--- src/rtl/rsti_pkg.sv ---
// shared constants, types and helpers for the radix string to integer converter
package rsti_pkg;

    localparam int MAX_SYMBOLS     = 16;
    localparam int SYMBOL_W        = 8;
    localparam int DIGIT_W         = $clog2(MAX_SYMBOLS);
    localparam int COUNT_W         = 5;
    localparam int ACC_W           = 32;
    localparam int CFG_DATA_W      = 64;
    localparam int CFG_INDEX_W     = 2;
    localparam int SYMBOLS_PER_REG = CFG_DATA_W / SYMBOL_W;

    localparam logic [CFG_INDEX_W-1:0] CFG_SYMBOLS_LOW  = 2'd0;
    localparam logic [CFG_INDEX_W-1:0] CFG_SYMBOLS_HIGH = 2'd1;
    localparam logic [CFG_INDEX_W-1:0] CFG_DIGIT_COUNT  = 2'd2;

    localparam logic [SYMBOL_W-1:0] CHAR_NUL   = 8'h00;
    localparam logic [SYMBOL_W-1:0] CHAR_TAB   = 8'h09;
    localparam logic [SYMBOL_W-1:0] CHAR_CR    = 8'h0D;
    localparam logic [SYMBOL_W-1:0] CHAR_SPACE = 8'h20;
    localparam logic [SYMBOL_W-1:0] CHAR_PLUS  = 8'h2B;
    localparam logic [SYMBOL_W-1:0] CHAR_MINUS = 8'h2D;

    typedef logic [MAX_SYMBOLS-1:0][SYMBOL_W-1:0] symbols_t;

    typedef struct packed {
        logic               hit;
        logic [DIGIT_W-1:0] digit;
    } digit_match_t;

    function automatic logic is_space(input logic [SYMBOL_W-1:0] c);
        return ((c >= CHAR_TAB) && (c <= CHAR_CR)) || (c == CHAR_SPACE);
    endfunction

endpackage

--- src/rtl/rsti_digit_lookup.sv ---
// maps a character to its digit value in the configured alphabet
module rsti_digit_lookup import rsti_pkg::*;
(
    input  logic [SYMBOL_W-1:0] char_code,
    input  symbols_t            symbols,
    input  logic [COUNT_W-1:0]  radix,
    output digit_match_t        match
);

    // descending scan so the lowest matching index wins
    always_comb
    begin
        match.hit   = 1'b0;
        match.digit = '0;
        for (int i = MAX_SYMBOLS - 1; i >= 0; i--)
        begin
            if ((COUNT_W'(i) < radix) && (symbols[i] == char_code))
            begin
                match.hit   = 1'b1;
                match.digit = DIGIT_W'(i);
            end
        end
    end

endmodule

--- src/rtl/rsti_alphabet_check.sv ---
// checks the configured alphabet for size, reserved symbols and duplicates
module rsti_alphabet_check import rsti_pkg::*;
(
    input  symbols_t           symbols,
    input  logic [COUNT_W-1:0] count,
    output logic               valid
);

    logic [MAX_SYMBOLS-1:0] sym_bad;

    always_comb
    begin
        for (int i = 0; i < MAX_SYMBOLS; i++)
        begin
            sym_bad[i] = 1'b0;
            if (COUNT_W'(i) < count)
            begin
                sym_bad[i] = (symbols[i] == CHAR_NUL) || (symbols[i] == CHAR_PLUS) ||
                             (symbols[i] == CHAR_MINUS) || is_space(symbols[i]);
                for (int j = i + 1; j < MAX_SYMBOLS; j++)
                begin
                    if ((COUNT_W'(j) < count) && (symbols[j] == symbols[i]))
                    begin
                        sym_bad[i] = 1'b1;
                    end
                end
            end
        end
    end

    assign valid = (count >= COUNT_W'(2)) && (count <= COUNT_W'(MAX_SYMBOLS)) &&
                   (sym_bad == '0);

endmodule

--- src/rtl/radix_string_to_integer.sv ---
// top level of the radix string to integer converter
// Converts a character stream to a signed 32-bit integer, one character word per cycle. Leading
// whitespace is skipped, a run of '+'/'-' sets the sign, and the rest must be symbols of the
// alphabet written through the configuration port (digit_count symbols, its radix). A NUL
// character ends the string; its value word is registered in the result register after the NUL has
// passed the input register, and is 0 on any bad character or bad alphabet. The block sustains one
// character per cycle; each character goes through one input register and then alphabet match,
// multiply by the radix and add, which set the cycle time. A held result stalls input only
// while the next NUL waits in the input register. Alphabet validity is registered from the
// configuration registers, so it follows a configuration write through one more register.
module radix_string_to_integer import rsti_pkg::*;
(
    input  logic                   clk,
    input  logic                   rst_n,
    input  logic                   in_valid,
    output logic                   in_ready,
    input  logic [SYMBOL_W-1:0]    char_code,
    output logic                   out_valid,
    input  logic                   out_ready,
    output logic signed [ACC_W-1:0] value,
    input  logic                   cfg_write,
    input  logic [CFG_INDEX_W-1:0] cfg_index,
    input  logic [CFG_DATA_W-1:0]  cfg_data
);

    localparam logic [1:0] PH_SPACE = 2'd0;
    localparam logic [1:0] PH_SIGN  = 2'd1;
    localparam logic [1:0] PH_DIGIT = 2'd2;

    logic [CFG_DATA_W-1:0] sym_low_reg, sym_high_reg;
    logic [COUNT_W-1:0]    count_reg;
    logic                  alpha_valid_reg, alpha_valid;

    logic                  s1_valid_reg, s1_valid_next;
    logic [SYMBOL_W-1:0]   s1_char_reg;

    logic [1:0]            phase_reg, phase_next;
    logic                  negative_reg, negative_next;
    logic [ACC_W-1:0]      acc_reg, acc_next;
    logic                  failed_reg, failed_next;

    logic                  out_valid_reg, out_valid_next;
    logic [ACC_W-1:0]      value_reg, value_next;

    symbols_t              symbols;
    logic [COUNT_W-1:0]    radix;
    digit_match_t          match;
    logic [ACC_W+COUNT_W-1:0] mul_full;
    logic                  s1_term, s1_fire, out_free;

    // configuration registers
    always_ff @(posedge clk or negedge rst_n)
    begin
        if (!rst_n)
        begin
            sym_low_reg     <= '0;
            sym_high_reg    <= '0;
            count_reg       <= '0;
            alpha_valid_reg <= 1'b0;
        end
        else
        begin
            alpha_valid_reg <= alpha_valid;
            if (cfg_write)
            begin
                unique case (cfg_index)
                    CFG_SYMBOLS_LOW:  sym_low_reg  <= cfg_data;
                    CFG_SYMBOLS_HIGH: sym_high_reg <= cfg_data;
                    CFG_DIGIT_COUNT:  count_reg    <= cfg_data[COUNT_W-1:0];
                    default:          ;
                endcase
            end
        end
    end

    // symbol k sits in byte k of the two symbol registers taken together
    assign symbols = {sym_high_reg, sym_low_reg};

    assign radix = (count_reg > COUNT_W'(MAX_SYMBOLS)) ? COUNT_W'(MAX_SYMBOLS) : count_reg;

    rsti_alphabet_check u_alpha
    (
        .symbols (symbols),
        .count   (count_reg),
        .valid   (alpha_valid)
    );

    rsti_digit_lookup u_lookup
    (
        .char_code (s1_char_reg),
        .symbols   (symbols),
        .radix     (radix),
        .match     (match)
    );

    // handshake: only a terminator needs room in the result register
    assign s1_term  = (s1_char_reg == CHAR_NUL);
    assign out_free = !out_valid_reg || out_ready;
    assign s1_fire  = s1_valid_reg && (!s1_term || out_free);
    assign in_ready = !s1_valid_reg || s1_fire;

    always_comb
    begin
        s1_valid_next = s1_valid_reg;
        if (in_ready)
            s1_valid_next = in_valid;
    end

    assign mul_full = {{COUNT_W{1'b0}}, acc_reg} * {{ACC_W{1'b0}}, radix};

    always_comb
    begin
        phase_next     = phase_reg;
        negative_next  = negative_reg;
        acc_next       = acc_reg;
        failed_next    = failed_reg;
        out_valid_next = out_valid_reg;
        value_next     = value_reg;

        if (out_ready)
            out_valid_next = 1'b0;

        if (s1_fire)
        begin
            priority if (s1_term)
            begin
                out_valid_next = 1'b1;
                value_next     = '0;
                if (!failed_reg && alpha_valid_reg)
                    value_next = negative_reg ? (ACC_W'(0) - acc_reg) : acc_reg;
                phase_next    = PH_SPACE;
                negative_next = 1'b0;
                acc_next      = '0;
                failed_next   = 1'b0;
            end
            else if ((phase_reg == PH_SPACE) && is_space(s1_char_reg))
            begin
                phase_next = PH_SPACE;
            end
            else if (((phase_reg == PH_SPACE) || (phase_reg == PH_SIGN)) &&
                     ((s1_char_reg == CHAR_PLUS) || (s1_char_reg == CHAR_MINUS)))
            begin
                phase_next = PH_SIGN;
                if (s1_char_reg == CHAR_MINUS)
                    negative_next = !negative_reg;
            end
            else
            begin
                phase_next = PH_DIGIT;
                if (match.hit)
                    acc_next = mul_full[ACC_W-1:0] + {{(ACC_W-DIGIT_W){1'b0}}, match.digit};
                else
                    failed_next = 1'b1;
            end
        end
    end

    always_ff @(posedge clk or negedge rst_n)
    begin
        if (!rst_n)
        begin
            s1_valid_reg  <= 1'b0;
            phase_reg     <= PH_SPACE;
            negative_reg  <= 1'b0;
            acc_reg       <= '0;
            failed_reg    <= 1'b0;
            out_valid_reg <= 1'b0;
        end
        else
        begin
            s1_valid_reg  <= s1_valid_next;
            phase_reg     <= phase_next;
            negative_reg  <= negative_next;
            acc_reg       <= acc_next;
            failed_reg    <= failed_next;
            out_valid_reg <= out_valid_next;
        end
    end

    // payload registers
    always_ff @(posedge clk)
    begin
        if (in_valid && in_ready)
            s1_char_reg <= char_code;
        value_reg <= value_next;
    end

    assign out_valid = out_valid_reg;
    assign value     = signed'(value_reg);

`ifndef NO_ASSERTIONS
    a_clear_after_term: assert property (@(posedge clk) disable iff (!rst_n)
        (s1_fire && s1_term) |=> ((phase_reg == PH_SPACE) && !negative_reg &&
                                  (acc_reg == '0) && !failed_reg))
        else $error("string state not cleared after terminator");

    a_result_from_term: assert property (@(posedge clk) disable iff (!rst_n)
        $rose(out_valid_reg) |-> $past(s1_valid_reg && (s1_char_reg == CHAR_NUL)))
        else $error("result word not caused by a terminator");

    a_failed_in_digits: assert property (@(posedge clk) disable iff (!rst_n)
        failed_reg |-> (phase_reg == PH_DIGIT))
        else $error("failure flagged outside the digit run");

    a_stall_cause: assert property (@(posedge clk) disable iff (!rst_n)
        !in_ready |-> (s1_valid_reg && s1_term && out_valid_reg && !out_ready))
        else $error("input stalled without a blocked terminator");
`endif

endmodule

--- config.mk ---
export PLATFORM = sky130hd
export DESIGN_NAME = radix_string_to_integer
export DESIGN_NICKNAME = d
export VERILOG_FILES = /design/src/rtl/rsti_pkg.sv /design/src/rtl/rsti_digit_lookup.sv /design/src/rtl/rsti_alphabet_check.sv /design/src/rtl/radix_string_to_integer.sv
export SDC_FILE = /design/constraint.sdc
export NUM_CORES = 2
export LEC_CHECK = 0
export BUFFER_PORTS_ARGS = -buffer_cell sky130_fd_sc_hd__buf_2
export CAP_MARGIN = 20
export CORE_MARGIN = 10
export CORE_UTILIZATION = 50
export CTS_CLUSTER_SIZE = 16
export DETAILED_ROUTE_END_ITERATION = 12
export PLACE_DENSITY = 0.67
export SETUP_SLACK_MARGIN = 0.02
export SYNTH_ARGS = -nofsm -noshare
export SYNTH_HDL_FRONTEND = slang
export SYNTH_HIERARCHICAL = 1
export SYNTH_SLANG_ARGS = --single-unit
--- constraint.sdc ---
create_clock -name clk -period 15.2 [get_ports clk]
set_input_delay 0.76 -clock clk [delete_from_list [all_inputs] [get_ports clk]]
set_output_delay 0.76 -clock clk [all_outputs]
set_load 0.01 [all_outputs]
## Word level (Yosys, flattened, before mapping)

Index checks and enable logic that the tools add are counted.

- Logic and storage cells: 714
- Bits in registers: 212
- Output and inout port bits: 34
- Bits of input ports: 79

- Magnitude comparators: 69
- Add/subtract/negate cells: 2
- Equal/unequal tests: 193
- Multipliers: 1
- Reductions and logical operators: 265
- Mux-type cells: 172

Operators by type and width:

| operator | number |
|---|---|
| == test 8 bit | 136 |
| == test 8 x 6 -> 1 bit (second input constant) | 51 |
| logical AND 1 bit | 160 |
| two-way mux 32 bit | 5 |
| two-way mux 1 bit | 147 |
| >= comparator 8 x 4 -> 1 bit (second input constant) | 17 |
| <= comparator 8 x 4 -> 1 bit (second input constant) | 17 |
| zero test 8 bit | 17 |
| two-way mux 5 bit | 17 |
| less-than comparator 4 x 5 -> 1 bit (first input constant) | 16 |
| logical OR 1 bit | 70 |
| less-than comparator 3 x 5 -> 1 bit (first input constant) | 8 |
| adder 32 x 4 -> 32 bit | 1 |
| multiplier 32 x 5 -> 32 bit | 1 |
| subtractor 1 x 32 -> 32 bit (first input constant) | 1 |
| less-than comparator 1 x 5 -> 1 bit (first input constant) | 4 |
| less-than comparator 2 x 5 -> 1 bit (first input constant) | 4 |
| zero test 16 bit | 1 |
| AND reduction 4 bit | 3 |
| AND reduction 2 bit | 4 |
| two-way mux 2 bit | 3 |
| nonzero test 2 bit | 3 |
| >= comparator 5 x 2 -> 1 bit (second input constant) | 1 |
| greater-than comparator 5 bit (second input constant) | 1 |
| 7 further kinds | 14 |

## Longest topological paths before layout

- Depth after elaboration: 25
- Depth in mapped cells: 27
- Gate-level depth less buffers: 24

## By module

Netlist, hierarchy kept.

Modules (own cells, without submodules):

| module | instances | seq. area each (um2) | area an instance (um2) | cells each |
|---|---|---|---|---|
| radix_string_to_integer | 1 | 5505.3 | 13550.5 | 1217 |
| rsti_alphabet_check | 1 | 0.0 | 13057.5 | 1760 |
| rsti_digit_lookup | 1 | 0.0 | 1914.3 | 249 |

## Worst setup path before layout

Ideal clock, no wire load.

- Kind: reg-to-reg
- Start: register count_reg[4]
- End: register acc_reg[27]
- Setup slack: 9.146 ns
- Required time: 15.078 ns
- Clock period less this slack: 6.054 ns
- Library setup time: 0.122 ns
- Stages on the path, launching flop included: 28
- Arrival: 5.932 ns
- Path buffers: 3
- Path through: dfrtp_1 -> nor2b_1 -> clkbuf_1 -> clkbuf_1 -> or2_2 -> clkbuf_1 -> o211ai_1 -> nor3_1 -> nor4_1 -> nor3b_2 -> and4b_1 -> inv_1 -> fa_1 -> inv_1 -> ha_1 -> inv_1 -> fa_1 -> inv_1 -> ha_1 -> a21oi_1 -> o211ai_1 -> nand4_1 -> a21oi_1 -> o31a_1 -> o21ai_0 -> a21boi_0 -> or3_1 -> a32o_1

RTL lines:

| what | RTL line | RTL |
|---|---|---|
| start, declared | radix_string_to_integer.sv:31 | `logic [COUNT_W-1:0] count_reg;` |
| start signal, assigned | radix_string_to_integer.sv:69 | `CFG_DIGIT_COUNT: count_reg <= cfg_data[COUNT_W-1:0];` |
| end signal, assigned | radix_string_to_integer.sv:174 | `acc_reg <= acc_next;` |
| end, declared | radix_string_to_integer.sv:39 | `logic [ACC_W-1:0] acc_reg, acc_next;` |

==> key figures <==
Layout
  – Most frequent cells in the layout: xnor2_1, xor2_1, dfrtp_1
  – Commonest non-fill, non-tap cell in the layout: xnor2_1
  – Layout Area Growth over Synthesis: 6.45%
  – Share of cells above drive strength 1: 14.6%
  – Final net count: 3385

STA
  – Worst-Margin Slew: 1.19 ns
  – Max_slew headroom: 20.6%
  – Aggregate negative setup slack: 0 ns
  – RSZ-0062 raised after global routing: false
  – Slew Limit Fails: 0
  – Endpoints failing hold: 0
  – Clock Skew: 0.0138 ns
  – Min Hold Slack: 0.145 ns
  – Max Fclk: 0.139 GHz
  – Min Tclk post-route: 7.18 ns
  – Fin crit share: 47.3%
  – Final setup fails: 0

Setup path
  – Reg2Reg Launch Point: count_reg[4]
  – Reg2reg end: acc_reg[27]
  – CP max stage cell: buf_4
  – Cells along the critical path: buf_4 > nor2b_2 > buf_4 > or2_2 > a21oi_1 > nor3_1 > nor4_1 > o21ai_0 > a311oi_1 > fa_1 > ha_1 > inv_1 > fa_1 > inv_1 > ha_1 > a21oi_1 > o211ai_1 > nand4_1 > a21oi_1 > o31a_1 > o21ai_0 > a21boi_0 > or3_1 > a32o_1
  – Worst Setup SP: count_reg[4]
  – Worst path depth: 24
  – Worst-path fanout max: 73
  – Crit path largest cell delay: 0.74 ns
  – Critical path arrival: 7.65 ns
  – Crit path top cell by count: a21oi_1
  – Worst Setup Start Kind: register
  – Crit path buf inv count: 4
  – Top delay family on crit path: compound AO/OA/AOI/OAI gates
  – Reg2reg path depth: 24
  – Crit Path Class: reg2reg
  – Setup crit end kind: register
  – CP required: 15.67 ns
  – Critical Path End: acc_reg[27]
  – Reg-to-reg slack, setup: 8.02 ns

Min path
  – Min-Delay Path Class: in2async

Clocking
  – H-tree depth: 1
  – Clock latency on the worst-skew pair: 0.58 ns
  – CTS Hold Bufs: 0
  – TritonCTS Sinks: 212
  – TritonCTS Buffers: 26
  – CTS tree: yes
  – Clock transition at the registers of the reported paths: 0.07 ns
  – Root Buffer: clkbuf_16
  – Number of post-CTS setup repair buffers: 0
  – Post-CTS Resized: 0
  – Clock Path Buffers: 3

Yosys
  – Async SR Flop Fraction: 81.1%
  – Synth warn: 6
  – #FFs+latches synth: 212
  – Synthesized net count: 3454
  – Post-Syn Area: 28500 um2
  – Sequential area share after synthesis: 19.3%
  – Most used flip-flop cell after synthesis: dfrtp_1
  – Avg Synthesized Cell Area: 8.84 um2
  – Post-synth EDFFs: 40
  – Distinct cells, synth: 80
  – Cell count after synthesis: 3226

Floorplanning
  – Initial Util: 50.6%
  – # rows: 87
  – I/O pin count: 113
  – Die area: 67000 um2
  – Die width: 259 um
  – Core area: 56400 um2
  – Die Y: 259 um

Power
  – NetSw: 1840 uW
  – Max IR drop VDD: 129 uV
  – Cell Int Power: 1910 uW
  – Net Sw Frac: 49.1%
  – Pleak: 0.0120 uW
  – Pwr Density: 123 nW/um2
  – Clk pwr share: 17.5%
  – Combinational power share: 61.8%
  – Sequential cell fraction of total power: 20.7%

Drt
  – Wire length per cell: 28.9 um
  – Pre-antenna DRT Iters: 7
  – Final WL: 114000 um
  – Met1 wire length: 43000 um
  – Remaining antenna violation count: 0
  – DR WL met3: 16600 um
  – Met2 Wirelength: 45900 um
  – Starting DRC count in detailed routing: 4453
  – Routed vias: 26.5k
  – Drt drc: 0
  – Via/cell ratio: 6.72
  – Uppermost routed layer: met5

Place
  – HPWL after detailed placement: 71200 um
  – RD Place Congestion: 1.03
  – Port Buf Inserts: 112

GRT
  – Largest net degree at the start of global routing: 74
  – Global-route wire length before repair: 165000 um
  – Tot GR Track Use: 32.2%
  – Initial antenna violation count: 6
  – Total gr overflow: 0
  – Vias in the first global route: 25.3k

Status
  – Status: complete, no violations

Job
  – Number of max-cap violations: 0
==> how the worst min path moves through the flow <==
stage,end,cells past startpoint,startpoint
3_5_place_dp,phase_reg[1],1,phase_reg[1]
3_3_place_gp,phase_reg[1],1,phase_reg[1]
4_1_cts,acc_reg[29],1,rst_n
2_1_floorplan,acc_reg[0],0,rst_n
6_report,acc_reg[31],1,rst_n
5_1_grt,acc_reg[29],1,rst_n
==> worst reg2reg max path: cells and delay by family, from the launching register on <==
kind                     cells  cell delay, ns
buffers and inverters        4            1.22
flip-flops                   1            0.34
adder cells (fa/ha/maj)      4            1.32
AND/OR/NAND/NOR              6            1.59
AO/OA/AOI/OAI               10            2.62
==> Yosys cell counts, types with 40 or more instances <==
library cell  number  share of area, %
a21oi_1           54              0.95
and2_1           139               3.0
buf_2            230               4.0
clkbuf_1          98               1.3
dfrtp_1          172                15
edfxtp_1          40               4.2
fa_1              86               6.0
ha_1              63               2.8
inv_1            153               2.0
mux2_2           134               5.3
nand2_1           61              0.80
nand3_1           49              0.86
nand4_1          166               3.6
nor2_1            73              0.96
nor3_1            64               1.1
nor4_1           137               3.0
xnor2_1          702                22
xor2_1           461                14
==> area by class of cell <==
type | count | area (um2)
Antenna cell | 4 | 10.0
Clock buffer | 34 | 701
Clock inverter | 14 | 174
Fill cell | 5191 | 26000
Inverter | 153 | 574
Multi-Input combinational cell | 2506 | 20700
Sequential cell | 212 | 5510
Tap cell | 756 | 946
Timing Repair Buffer | 258 | 1730
==> layer usage <==
layer / global-route usage [%] / up-vias
met3: 10.6 / 680
met5: 0 / -
met4: 19.3 / 6
met1: 42.0 / 12800
li1: - / 10600
met2: 45.6 / 2361
==> cells by family after synthesis <==
| kind of cell | after synthesis | synth area share (%) |
|---|---|---|
| adder cells (fa/ha/maj) | 149 | 8.80 |
| AND/OR/NAND/NOR | 781 | 15.8 |
| buffers and inverters | 508 | 8.13 |
| AO/OA/AOI/OAI | 278 | 6.97 |
| flip-flops | 212 | 19.3 |
| multiplexers | 135 | 5.33 |
| XOR/XNOR | 1163 | 35.7 |
==> power by group through the flow <==
stage,clock (uW),combinational (uW),sequential (uW)
after floorplan,0,1660,710
after global placement,0,2080,781
after detailed placement,0,2150,785
after CTS,662,2160,775
after global routing,681,2360,780
final,657,2310,775
==> through the flow <==
stage / cell area (um2) / utilization, % / power (uW) / cells / worst slack [ns]
after global placement: 29400 / 52.1 / 2860 / 3880 / 8.32
final: 30400 / 53.8 / 3750 / 3937 / 8.02
after global routing: 30400 / 53.8 / 3820 / 3934 / 7.58
after CTS: 30200 / 53.6 / 3600 / 3928 / 8.15
after floorplan: 28500 / - / 2370 / 3226 / 9.15
after detailed placement: 29400 / 52.1 / 2940 / 3880 / 8.17
Power figures use the tool's default switching activity.
